File: config.mk
export PLATFORM = sky130hd
export DESIGN_NAME = carrier_frame_receiver_flat
export DESIGN_NICKNAME = d
export VERILOG_FILES = /design/src/hdl/cfr_pkg.sv /design/src/hdl/cfr_if.sv /design/src/hdl/cfr_parser.sv /design/src/hdl/cfr_out_reg.sv /design/src/hdl/carrier_frame_receiver.sv /design/src/flat_wrapper.sv
export SDC_FILE = /design/constraint.sdc
export NUM_CORES = 1
export LEC_CHECK = 0
export BUFFER_PORTS_ARGS = -buffer_cell sky130_fd_sc_hd__buf_2
export CORE_MARGIN = 10
export CORE_UTILIZATION = 31
export DETAILED_ROUTE_END_ITERATION = 12
export SYNTH_ARGS = -nofsm -noshare
export SYNTH_HDL_FRONTEND = slang
export SYNTH_SLANG_ARGS = --single-unit
File: constraint.sdc
create_clock -name clk_i -period 4.4 [get_ports clk_i]
set_clock_uncertainty 0.05 [all_clocks]
set_input_delay 0.88 -clock clk_i [delete_from_list [all_inputs] [get_ports clk_i]]
set_output_delay 0.88 -clock clk_i [all_outputs]
set_load 0.02 [all_outputs]
File: src/hdl/cfr_pkg.sv
// Package with the shared types and constants of the carrier frame receiver.
`default_nettype none

package cfr_pkg;

  // Frame delimiters.
  localparam logic [7:0] START_BYTE = 8'h68;
  localparam logic [7:0] END_BYTE   = 8'h16;

  // Configuration register indexes.
  localparam logic CFG_IDX_LENGTH_BYTES = 1'b0;
  localparam logic CFG_IDX_MAX_LENGTH   = 1'b1;

  // Configuration reset values.
  localparam logic [1:0]  LENGTH_BYTES_RESET = 2'd1;
  localparam logic [15:0] MAX_LENGTH_RESET   = 16'd512;

  // Smallest frame beyond the length field: start, control, checksum, end.
  localparam logic [16:0] MIN_LENGTH_BASE = 17'd4;

  // Receiver phase.
  typedef enum logic [1:0] {
    PH_HUNT = 2'd0,
    PH_LEN  = 2'd1,
    PH_BODY = 2'd2
  } cfr_phase_e;

  // Error codes reported on the final result of a frame.
  typedef enum logic [1:0] {
    ERR_NONE     = 2'd0,
    ERR_LENGTH   = 2'd1,
    ERR_CHECKSUM = 2'd2,
    ERR_END_BYTE = 2'd3
  } cfr_error_e;

  // One result transaction.
  typedef struct packed {
    logic [7:0]  out_byte;
    logic [15:0] position;
    logic        last;
    logic        good;
    logic [1:0]  error_code;
  } cfr_result_t;

  // Result handed from the parser to the output register.
  typedef struct packed {
    logic        valid;
    cfr_result_t data;
  } cfr_step_t;

endpackage

`default_nettype wire

File: src/hdl/cfr_if.sv
// Stream interfaces for received bytes and for frame results.
`default_nettype none

interface cfr_in_if;
  logic       valid;
  logic       ready;
  logic [7:0] in_byte;

  modport source (output valid, output in_byte, input ready);
  modport sink   (input valid, input in_byte, output ready);
endinterface

interface cfr_out_if;
  logic        valid;
  logic        ready;
  logic [7:0]  out_byte;
  logic [15:0] position;
  logic        last;
  logic        good;
  logic [1:0]  error_code;

  modport source (output valid, output out_byte, output position, output last,
                  output good, output error_code, input ready);
  modport sink   (input valid, input out_byte, input position, input last,
                  input good, input error_code, output ready);
endinterface

`default_nettype wire

File: src/hdl/cfr_parser.sv
// Frame parser: configuration registers, frame state and the per-byte step logic.
`default_nettype none

module cfr_parser
  import cfr_pkg::*;
(
  input  wire logic        clk_i,
  input  wire logic        rst_ni,
  input  wire logic        cfg_we_i,
  input  wire logic        cfg_index_i,
  input  wire logic [15:0] cfg_data_i,
  input  wire logic        accept_i,
  input  wire logic [7:0]  in_byte_i,
  output cfr_step_t        step_o
);

  logic [1:0]  length_bytes_q;
  logic [15:0] max_length_q;

  cfr_phase_e  phase_q, phase_d;
  logic [15:0] remaining_q, remaining_d;
  logic [15:0] frame_pos_q, frame_pos_d;
  logic [15:0] frame_len_q, frame_len_d;
  logic [7:0]  sum_q, sum_d;
  logic [7:0]  prev_q, prev_d;

  logic [15:0] len_field;
  logic [16:0] min_len;
  logic        len_bad;

  // Configuration writes.
  always_ff @(posedge clk_i or negedge rst_ni) begin
    if (!rst_ni) begin
      length_bytes_q <= LENGTH_BYTES_RESET;
      max_length_q   <= MAX_LENGTH_RESET;
    end else if (cfg_we_i) begin
      case (cfg_index_i)
        CFG_IDX_LENGTH_BYTES: length_bytes_q <= cfg_data_i[1:0];
        CFG_IDX_MAX_LENGTH:   max_length_q   <= cfg_data_i;
        default:              length_bytes_q <= length_bytes_q;
      endcase
    end
  end

  // Length field as assembled so far, little-endian.
  assign len_field = (frame_pos_q == 16'd1) ? {8'h00, in_byte_i}
                                            : {in_byte_i, frame_len_q[7:0]};

  // Length check against the smallest and largest allowed frame.
  assign min_len = {1'b0, frame_pos_q} + MIN_LENGTH_BASE;
  assign len_bad = ({1'b0, len_field} < min_len) || (len_field > max_length_q);

  // Next state and result for the byte in flight.
  always_comb begin
    phase_d     = phase_q;
    remaining_d = remaining_q;
    frame_pos_d = frame_pos_q;
    frame_len_d = frame_len_q;
    sum_d       = sum_q;
    prev_d      = prev_q;

    step_o                 = '0;
    step_o.data.out_byte   = in_byte_i;
    step_o.data.position   = frame_pos_q;
    step_o.data.error_code = ERR_NONE;

    case (phase_q)
      PH_LEN: begin
        step_o.valid = 1'b1;
        frame_len_d  = len_field;
        frame_pos_d  = frame_pos_q + 16'd1;
        remaining_d  = remaining_q - 16'd1;
        if (remaining_q == 16'd1) begin
          if (len_bad) begin
            phase_d                = PH_HUNT;
            step_o.data.last       = 1'b1;
            step_o.data.error_code = ERR_LENGTH;
          end else begin
            remaining_d = len_field - 16'd1 - frame_pos_q;
            sum_d       = 8'h00;
            prev_d      = 8'h00;
            phase_d     = PH_BODY;
          end
        end
      end

      PH_BODY: begin
        step_o.valid = 1'b1;
        frame_pos_d  = frame_pos_q + 16'd1;
        if (remaining_q >= 16'd3) begin
          sum_d = sum_q + in_byte_i;
        end else if (remaining_q == 16'd2) begin
          prev_d = in_byte_i;
        end
        remaining_d = remaining_q - 16'd1;
        if (remaining_q == 16'd1) begin
          phase_d          = PH_HUNT;
          step_o.data.last = 1'b1;
          if (prev_q != sum_q) begin
            step_o.data.error_code = ERR_CHECKSUM;
          end else if (in_byte_i != END_BYTE) begin
            step_o.data.error_code = ERR_END_BYTE;
          end else begin
            step_o.data.good = 1'b1;
          end
        end
      end

      default: begin
        // Hunting; the unused phase code behaves the same way.
        phase_d = PH_HUNT;
        if (in_byte_i == START_BYTE) begin
          step_o.valid         = 1'b1;
          step_o.data.position = 16'd0;
          frame_pos_d          = 16'd1;
          frame_len_d          = 16'd0;
          sum_d                = 8'h00;
          prev_d               = 8'h00;
          remaining_d          = length_bytes_q[1] ? 16'd2 : 16'd1;
          phase_d              = PH_LEN;
        end
      end
    endcase
  end

  // Frame state advances on each accepted byte.
  always_ff @(posedge clk_i or negedge rst_ni) begin
    if (!rst_ni) begin
      phase_q     <= PH_HUNT;
      remaining_q <= 16'd0;
      frame_pos_q <= 16'd0;
      frame_len_q <= 16'd0;
      sum_q       <= 8'h00;
      prev_q      <= 8'h00;
    end else if (accept_i) begin
      phase_q     <= phase_d;
      remaining_q <= remaining_d;
      frame_pos_q <= frame_pos_d;
      frame_len_q <= frame_len_d;
      sum_q       <= sum_d;
      prev_q      <= prev_d;
    end
  end

endmodule

`default_nettype wire

File: src/hdl/cfr_out_reg.sv
// Result register that holds one result transaction until the sink takes it.
`default_nettype none

module cfr_out_reg
  import cfr_pkg::*;
(
  input  wire logic        clk_i,
  input  wire logic        rst_ni,
  input  wire logic        load_i,
  input  wire cfr_result_t data_i,
  input  wire logic        out_ready_i,
  output logic             out_valid_o,
  output cfr_result_t      data_o,
  output logic             free_o
);

  logic        valid_q, valid_d;
  cfr_result_t data_q;

  // The register can take a new result when empty or being drained.
  assign free_o = !valid_q || out_ready_i;

  always_comb begin
    if (load_i) begin
      valid_d = 1'b1;
    end else if (out_ready_i) begin
      valid_d = 1'b0;
    end else begin
      valid_d = valid_q;
    end
  end

  always_ff @(posedge clk_i or negedge rst_ni) begin
    if (!rst_ni) begin
      valid_q <= 1'b0;
    end else begin
      valid_q <= valid_d;
    end
  end

  // Payload needs no reset.
  always_ff @(posedge clk_i) begin
    if (load_i) begin
      data_q <= data_i;
    end
  end

  assign out_valid_o = valid_q;
  assign data_o      = data_q;

endmodule

`default_nettype wire

File: src/hdl/carrier_frame_receiver.sv
// Top level of the carrier frame receiver: parser and result register.
//
//   Channel  Dir  Handshake     Payload
//   in_i     in   valid/ready   in_byte
//   out_o    out  valid/ready   out_byte, position, last, good, error_code
//   cfg      in   cfg_we_i      cfg_index_i, cfg_data_i
//
// One byte is accepted per cycle unless stalled; its result, if any, appears in
// the result register on the next cycle. The frame state update is a single add
// and compare path between the frame registers and the result register.
// Reset puts the parser in hunt mode with length_bytes 1 and max_length 512.
// A stalled result holds the input back only when the result register is full.
`default_nettype none

module carrier_frame_receiver
  import cfr_pkg::*;
(
  input  wire logic        clk_i,
  input  wire logic        rst_ni,
  input  wire logic        cfg_we_i,
  input  wire logic        cfg_index_i,
  input  wire logic [15:0] cfg_data_i,
  cfr_in_if.sink           in_i,
  cfr_out_if.source        out_o
);

  cfr_step_t   step;
  cfr_result_t out_data;
  logic        free;
  logic        accept;
  logic        out_valid;

  assign in_i.ready = free;
  assign accept     = in_i.valid && free;

  cfr_parser u_parser (
    .clk_i       (clk_i),
    .rst_ni      (rst_ni),
    .cfg_we_i    (cfg_we_i),
    .cfg_index_i (cfg_index_i),
    .cfg_data_i  (cfg_data_i),
    .accept_i    (accept),
    .in_byte_i   (in_i.in_byte),
    .step_o      (step)
  );

  cfr_out_reg u_out_reg (
    .clk_i       (clk_i),
    .rst_ni      (rst_ni),
    .load_i      (accept && step.valid),
    .data_i      (step.data),
    .out_ready_i (out_o.ready),
    .out_valid_o (out_valid),
    .data_o      (out_data),
    .free_o      (free)
  );

  // Drive the result channel.
  assign out_o.valid      = out_valid;
  assign out_o.out_byte   = out_data.out_byte;
  assign out_o.position   = out_data.position;
  assign out_o.last       = out_data.last;
  assign out_o.good       = out_data.good;
  assign out_o.error_code = out_data.error_code;

  // An error is only reported on the final result of a frame.
  assert property (@(posedge clk_i) disable iff (!rst_ni)
    out_o.valid && (out_o.error_code != ERR_NONE) |-> out_o.last)
    else $error("error code on a non-final result");

  // A good frame carries no error code and closes the frame.
  assert property (@(posedge clk_i) disable iff (!rst_ni)
    out_o.valid && out_o.good |-> out_o.last && (out_o.error_code == ERR_NONE))
    else $error("good flag with error or without last");

  // An empty result register never stalls the input.
  assert property (@(posedge clk_i) disable iff (!rst_ni)
    !out_o.valid |-> in_i.ready)
    else $error("input stalled while result register empty");

  // An accepted byte that produces a result shows up as valid on the next cycle.
  assert property (@(posedge clk_i) disable iff (!rst_ni)
    accept && step.valid |=> out_o.valid)
    else $error("result lost after accepted byte");

endmodule

`default_nettype wire

File: src/flat_wrapper.sv
// flat-port wrapper written by rule: the top's interface ports become plain ports
module carrier_frame_receiver_flat import cfr_pkg::*;
  (clk_i, rst_ni, cfg_we_i, cfg_index_i, cfg_data_i, in_i_valid, in_i_in_byte, in_i_ready, out_o_valid, out_o_out_byte, out_o_position, out_o_last, out_o_good, out_o_error_code, out_o_ready);
  cfr_in_if in_i_i ();
  cfr_out_if out_o_i ();
  input  wire logic clk_i;
  input  wire logic rst_ni;
  input  wire logic cfg_we_i;
  input  wire logic cfg_index_i;
  input  wire logic [15:0] cfg_data_i;
  input wire logic [$bits(in_i_i.valid)-1:0] in_i_valid;
  input wire logic [$bits(in_i_i.in_byte)-1:0] in_i_in_byte;
  output wire logic [$bits(in_i_i.ready)-1:0] in_i_ready;
  output wire logic [$bits(out_o_i.valid)-1:0] out_o_valid;
  output wire logic [$bits(out_o_i.out_byte)-1:0] out_o_out_byte;
  output wire logic [$bits(out_o_i.position)-1:0] out_o_position;
  output wire logic [$bits(out_o_i.last)-1:0] out_o_last;
  output wire logic [$bits(out_o_i.good)-1:0] out_o_good;
  output wire logic [$bits(out_o_i.error_code)-1:0] out_o_error_code;
  input wire logic [$bits(out_o_i.ready)-1:0] out_o_ready;
  assign in_i_i.valid = in_i_valid;
  assign in_i_i.in_byte = in_i_in_byte;
  assign in_i_ready = in_i_i.ready;
  assign out_o_valid = out_o_i.valid;
  assign out_o_out_byte = out_o_i.out_byte;
  assign out_o_position = out_o_i.position;
  assign out_o_last = out_o_i.last;
  assign out_o_good = out_o_i.good;
  assign out_o_error_code = out_o_i.error_code;
  assign out_o_i.ready = out_o_ready;
  carrier_frame_receiver u_core (.clk_i(clk_i), .rst_ni(rst_ni), .cfg_we_i(cfg_we_i), .cfg_index_i(cfg_index_i), .cfg_data_i(cfg_data_i), .in_i(in_i_i), .out_o(out_o_i));
endmodule
After elaboration in Yosys (flattened, before gate mapping) --
Cells that the tools add are included.
Storage, ports and cells: register bits after elaboration 105, input port bits 30, output and inout bits 30, logic and storage cells 99
Operators by class: add/subtract/negate cells 6, magnitude comparators 3, equal/unequal tests 14, mux-type cells 40, bitwise operators 3, reductions and logical operators 19
Operator list (number):
- $mux 16 | 8
- $mux 8 | 7
- $pmux 8 s2 | 3
- $eq 16x1->1 const B | 2
- $pmux 16 s2 | 1
- $sub 16x1->16 const B | 2
- $add 16x3->17 const B | 1
- $lt 16x17->1 | 1
- $add 16x1->16 const B | 1
- $eq 16x2->1 const B | 1
- $ge 16x2->1 const B | 1
- $gt 16x16->1 | 1
- $sub 16x16->16 | 1
- $mux 2 | 6
- $ne 2x2->1 const B | 6
- $mux 1 | 11
- $add 8x8->8 | 1
- $eq 8x7->1 const B | 1
- $ne 8x5->1 const B | 1
- $ne 8x8->1 | 1
- $pmux 2 s2 | 2
- $reduce_and 2->1 | 4
- $reduce_and 3->1 | 2
- $reduce_and 6->1 | 1
- other kinds (13) | 19

Longest topological paths before layout --
depth after elaboration 7, gate-level depth with buffers 17, gate-level depth less buffers 16

Cells and area by module --
From an unflattened synthesis, not the netlist that was laid out.
Second synthesis, totals: cells, all modules 748, area, all modules 7191.9 um2
By module, submodules not included:
- cfr_parser | times used 1, cells each 715, area an instance 6291.0 um2, seq. area each 1878.1 um2
- cfr_out_reg | times used 1, cells each 31, area an instance 888.4 um2, seq. area each 865.8 um2
- carrier_frame_receiver | times used 1, cells each 2, area an instance 12.5 um2, seq. area each 0.0 um2

Worst setup path after synthesis --
Ideal clock, no wire load.
kind flip-flop to flip-flop, from reg u_core.u_parser.frame_pos_q[1], to reg u_core.u_parser.prev_q[0], library setup time 0.121 ns, data arrival time 3.937 ns, required time 4.229 ns, setup slack 0.292 ns, cell stages (with the launch flop) 15, buffers on the path 1, clock period less this slack 4.108 ns, cells stage by stage dfrtp_1 -> inv_1 -> ha_1 -> nor4b_2 -> nand4_1 -> clkbuf_1 -> o21ai_0 -> ha_1 -> a21oi_1 -> o311ai_0 -> a21oi_1 -> o31ai_1 -> a31oi_1 -> a211o_1 -> a22o_1
Between the ends: cells in the longest elaborated chain, start to end 6, elaborated cells on any way between the ends 8, classes of those cells add/sub (1); order compare (2); eq/ne (2); mux (1); reduce/logical (2)
Ends and longest elaborated chain:
- from (decl) | line cfr_parser.sv:22 | logic [15:0] frame_pos_q, frame_pos_d;
- from (signal assigned) | line cfr_parser.sv:138 | frame_pos_q <= frame_pos_d;
- branches (longest 3 deep; another with $add 16x3->17)
- $logic_or 1x1->1 * | line cfr_parser.sv:51 | assign len_bad = ({1'b0, len_field} < min_len) || (len_field > max_length_q);
- $ne 2x2->1 (no source line) *
- $reduce_and 6->1 (no source line) *
- to (signal assigned) | line cfr_parser.sv:141 | prev_q <= prev_d;
- to (decl) | line cfr_parser.sv:25 | logic [7:0] prev_q, prev_d;
Every way passes the cells marked *. A chain may end at the register's enable or synchronous reset.

Final worst setup path --
from reg u_core.u_parser.frame_pos_q[1], to reg u_core.u_parser.remaining_q[13]
Between the ends: cells in the longest elaborated chain, start to end 7, elaborated cells on any way between the ends 11, classes of those cells add/sub (3); order compare (2); eq/ne (1); mux (4); reduce/logical (1)
Ends and longest elaborated chain:
- $eq 16x1->1 | line cfr_parser.sv:46 | assign len_field = (frame_pos_q == 16'd1) ? {8'h00, in_byte_i}
- $mux 16 | line cfr_parser.sv:46
- $sub 16x1->16, or another cell as far along | line cfr_parser.sv:79 | remaining_d = len_field - 16'd1 - frame_pos_q;
- $sub 16x16->16 or $logic_or 1x1->1 (tied branches) | line cfr_parser.sv:79, cfr_parser.sv:51
- $mux 16 * | line cfr_parser.sv:74 | if (len_bad) begin
- $mux 16 * | line cfr_parser.sv:73 | if (remaining_q == 16'd1) begin
- $pmux 16 s2 * | line cfr_parser.sv:67 | case (phase_q)
- to (signal assigned) | line cfr_parser.sv:137 | remaining_q <= remaining_d;
- to (decl) | line cfr_parser.sv:21 | logic [15:0] remaining_q, remaining_d;
Mark *: on every way between the ends. The rest lies on a longest branch, timed or not.

==> flow_summary_export.csv <==
group,metric,value,unit
run_status,status,"complete, no violations",
floorplan,die_h,170,um
yosys,synthesis.nets,805,
floorplan,die-area,29000,sq um
routing,wl_per_cell,18.3,um
yosys,synthTopCellsByCount,"75 x dfrtp_1, 61 x ha_1, 55 x nand2_1, 46 x inv_1, 45 x nor2_1",
clock_tree,numCtsBuffers,9,
placement,place_area,7730,sq um
clock_tree,cts.sinks,104,
final_layout,design_area,8060,sq um
setup_path,crit_fanout,17,
yosys,synth_ff_type,"dfrtp_1",
routing,ant_nets,0,
global_route,grt_pass1_vias,5735,
routing,wl,19600,um
setup_path,regToRegEndpoint,"u_core.u_parser.remaining_q[13]",
placement,routabilityCongestion,0.898,
clock_tree,cts_setup_buffers,0,
global_route,grt_start_max_net_pins,54,
timing,tightest_slew,0.890,ns
final_layout,nNetsFinal,875,
power,vdd_ir_drop_max,0.159,mV
setup_path,cp-start-kind,"flop",
timing,slew_violations,0,
clock_tree,cts_hold_buffers,0,
final_layout,drive_gt1_frac,0.178,
yosys,synth_edf_count,28,
routing,drc,0,
setup_path,path_depth,16,
yosys,synth.area.top_cells,"dfrtp_1 27%, edfxtp_1 12%, ha_1 11%, xnor2_1 5.2%, mux2_2 3.9%",
power,powerDensity,301,nW/um^2
timing,hold_violations,0,
yosys,synth.distinct_cells,75,
setup_path,slowest_delay,0.51,ns
floorplan,start_util,0.319,
setup_path,crit_buf_inv,3,
setup_path,cp.arrival,4.31,ns
setup_path,path_delay_family,"compound AO/OA/AOI/OAI gates",
setup_path,crit_type,"reg2reg",
yosys,synth.top_cell.area_share,0.268,
timing,setup_viol,0,
yosys,async_reset_ff_frac,0.731,
floorplan,fp.dieW,170,um
routing,firstDrtPassIters,5,
setup_path,critPathCapture,"u_core.u_parser.remaining_q[13]",
setup_path,cp.required,4.61,ns
global_route,globalRouteOverflowTotal,0,
clock_tree,cts_root_buffer,"clkbuf_16",
yosys,mappedNetlistArea,7020,sq um
final_layout,syn2layout_area_growth,14.9,%
clock_tree,h-tree-depth,3,
timing,min_period,4.10,ns
timing,fin_crit_sh,0.932,
floorplan,num_rows,54,
yosys,yosysMostFrequentCell,"dfrtp_1",
final_layout,antenna-diode-count,0,
setup_path,cp_slowest_cell,"a2111oi_0",
floorplan,core_area,22000,sq um
yosys,ys_warn_count,0,
setup_path,crit_chain,"inv_1 > ha_1 > nor4b_2 > nand4_1 > buf_4 > mux2i_1 > inv_1 > ha_1 > a21oi_1 > o2111ai_1 > a2111oi_0 > o32ai_1 > o22a_1 > xnor2_1 > or4_1 > o311ai_1",
power,cellLeakagePower,3.66,nW
setup_path,startpoint,"u_core.u_parser.frame_pos_q[1]",
routing,viasPerCell,5.27,
placement,port_buffers,59,
timing,fmax,244,MHz
yosys,ys_seq_elements,104,
global_route,antenna_found_initial,0,
yosys,seq_area_frac_synth,0.391,
clock_tree,cts.path.max_buffers,2,
flow_run,max-cap-violations,0,
clock_tree,cts.clk_slew.worst_paths,0.08,ns
placement,hpwlAfterDp,14800,um
setup_path,r2r-start,"u_core.u_parser.frame_pos_q[1]",
clock_tree,cts_tree,"built",
clock_tree,clk_latency,0.36,ns
routing,vias,5626,
timing,rsz0062_at_grt,"no",
floorplan,io_pins,60,
yosys,synth_cells,712,
power,power,2.42,mW
global_route,grt_pass1_wl,31600,um
setup_path,reg2reg_depth,16,
routing,drt_iter0_drc,432,
setup_path,crit_path_end_kind,"flop",
timing,setup_tns,0,ns
yosys,yosysTopAreaCell,"dfrtp_1",
setup_path,r2r_slack,0.30,ns
timing,slew_headroom,0.404,
yosys,avgSynthCellArea,9.85,sq um
global_route,grt_usage,0.138,
hold_path,holdCritPathClass,"reg2reg",
placed cells by master, fill, tap and decap left out, drive strengths merged, types with 5 or more instances in the layout:
master,n
buf,80
dfrtp,75
ha,61
nand2,56
inv,48
nor2,45
a21oi,43
xnor2,42
edfxtp,28
o21ai,28
mux2,25
a22o,23
nor3,22
nand3,21
xor2,20
and2,12
nand4,11
clkbuf,9
nor4,9
mux2i,8
or3,8
a21o,7
nor2b,7
o211ai,7
a31oi,6
nand3b,6
nand2b,5
a22oi,5
layout make-up:
cell class / instances / area, sq um
Clock buffer: 9 / 225
Clock inverter: 7 / 101
Fill cell: 2280 / 14000
Inverter: 46 / 173
Multi-Input combinational cell: 541 / 4010
Sequential cell: 104 / 2740
Tap cell: 280 / 350
Timing Repair Buffer: 80 / 455
worst min-delay path by stage:
stage / startpoint / depth (start not counted) / slack (ns) / endpoint
after global placement: u_core.u_parser.max_length_q[11] / 1 / 0.44 / u_core.u_parser.max_length_q[11]
after CTS: u_core.u_parser.max_length_q[15] / 1 / 0.46 / u_core.u_parser.max_length_q[15]
final: u_core.u_parser.max_length_q[11] / 1 / 0.46 / u_core.u_parser.max_length_q[11]
after floorplan: u_core.u_parser.phase_q[1] / 2 / 0.41 / u_core.u_parser.phase_q[1]
after detailed placement: u_core.u_parser.max_length_q[15] / 1 / 0.44 / u_core.u_parser.max_length_q[15]
after global routing: u_core.u_parser.frame_len_q[2] / 1 / 0.48 / u_core.u_parser.frame_len_q[2]
kinds of logic (layout without fill, tap and decap cells):
family	count (synthesis)	in the layout	synth area share
buffers and inverters	67	142	0.0371
AND/OR/NAND/NOR	220	220	0.165
multiplexers	33	33	0.0515
adder cells (fa/ha/maj)	64	64	0.116
AO/OA/AOI/OAI	162	162	0.162
XOR/XNOR	62	62	0.0774
flip-flops	104	104	0.391
state kept, by name (all words and copies together), names as in the netlist:
signal,flops
u_core.u_parser.frame_pos_q,16
u_core.u_parser.frame_len_q,8
u_core.u_out_reg.data_o,28
u_core.u_out_reg.out_valid_o,1
u_core.u_parser.prev_q,8
u_core.u_parser.phase_q,2
u_core.u_parser.remaining_q,16
u_core.u_parser.max_length_q,16
u_core.u_parser.sum_q,8
u_core.u_parser.length_bytes_q,1
worst reg2reg max path, stage by stage (launching register included):
cell and delay, ns:
dfrtp_1 0.40, inv_1 0.08, ha_1 0.15, nor4b_2 0.27
nand4_1 0.17, buf_4 0.23, mux2i_1 0.32, inv_1 0.11
ha_1 0.23, a21oi_1 0.24, o2111ai_1 0.23, a2111oi_0 0.51
o32ai_1 0.20, o22a_1 0.20, xnor2_1 0.13, or4_1 0.40
o311ai_1 0.08
stage by stage:
stage | utilization | setup WS (ns) | hold WS [ns] | std cells
after floorplan | - | 0.292 | 0.415 | 712
after global placement | 0.351 | 0.344 | 0.440 | 1051
after detailed placement | 0.351 | 0.264 | 0.444 | 1051
after CTS | 0.366 | 0.218 | 0.461 | 1067
after global routing | 0.366 | 0.0479 | 0.481 | 1067
final | 0.366 | 0.299 | 0.458 | 1067
layer usage:
layer | vias up | global-route usage | part of all wire
li1 | 2742 | - | -
met1 | 2716 | 0.185 | 0.48
met2 | 143 | 0.222 | 0.46
met3 | 25 | 0.0250 | 0.045
met4 | 0 | 0.0404 | 0.016
met5 | - | 0 | 0
report_power, final:
group          internal (mW)  total (mW)  switching (mW)
Clock                  0.504       0.906           0.401
Combinational          0.189       0.440           0.251
Sequential              1.04        1.08          0.0415
Total                   1.73        2.42           0.694
timing repair:
item / 4_1_cts / 5_1_grt
hold endpoints to repair: 0 / 0
gates resized for setup: 0 / 1
setup endpoints to repair: 0 / 1
No activity file was read; power rests on OpenSTA's default activity.
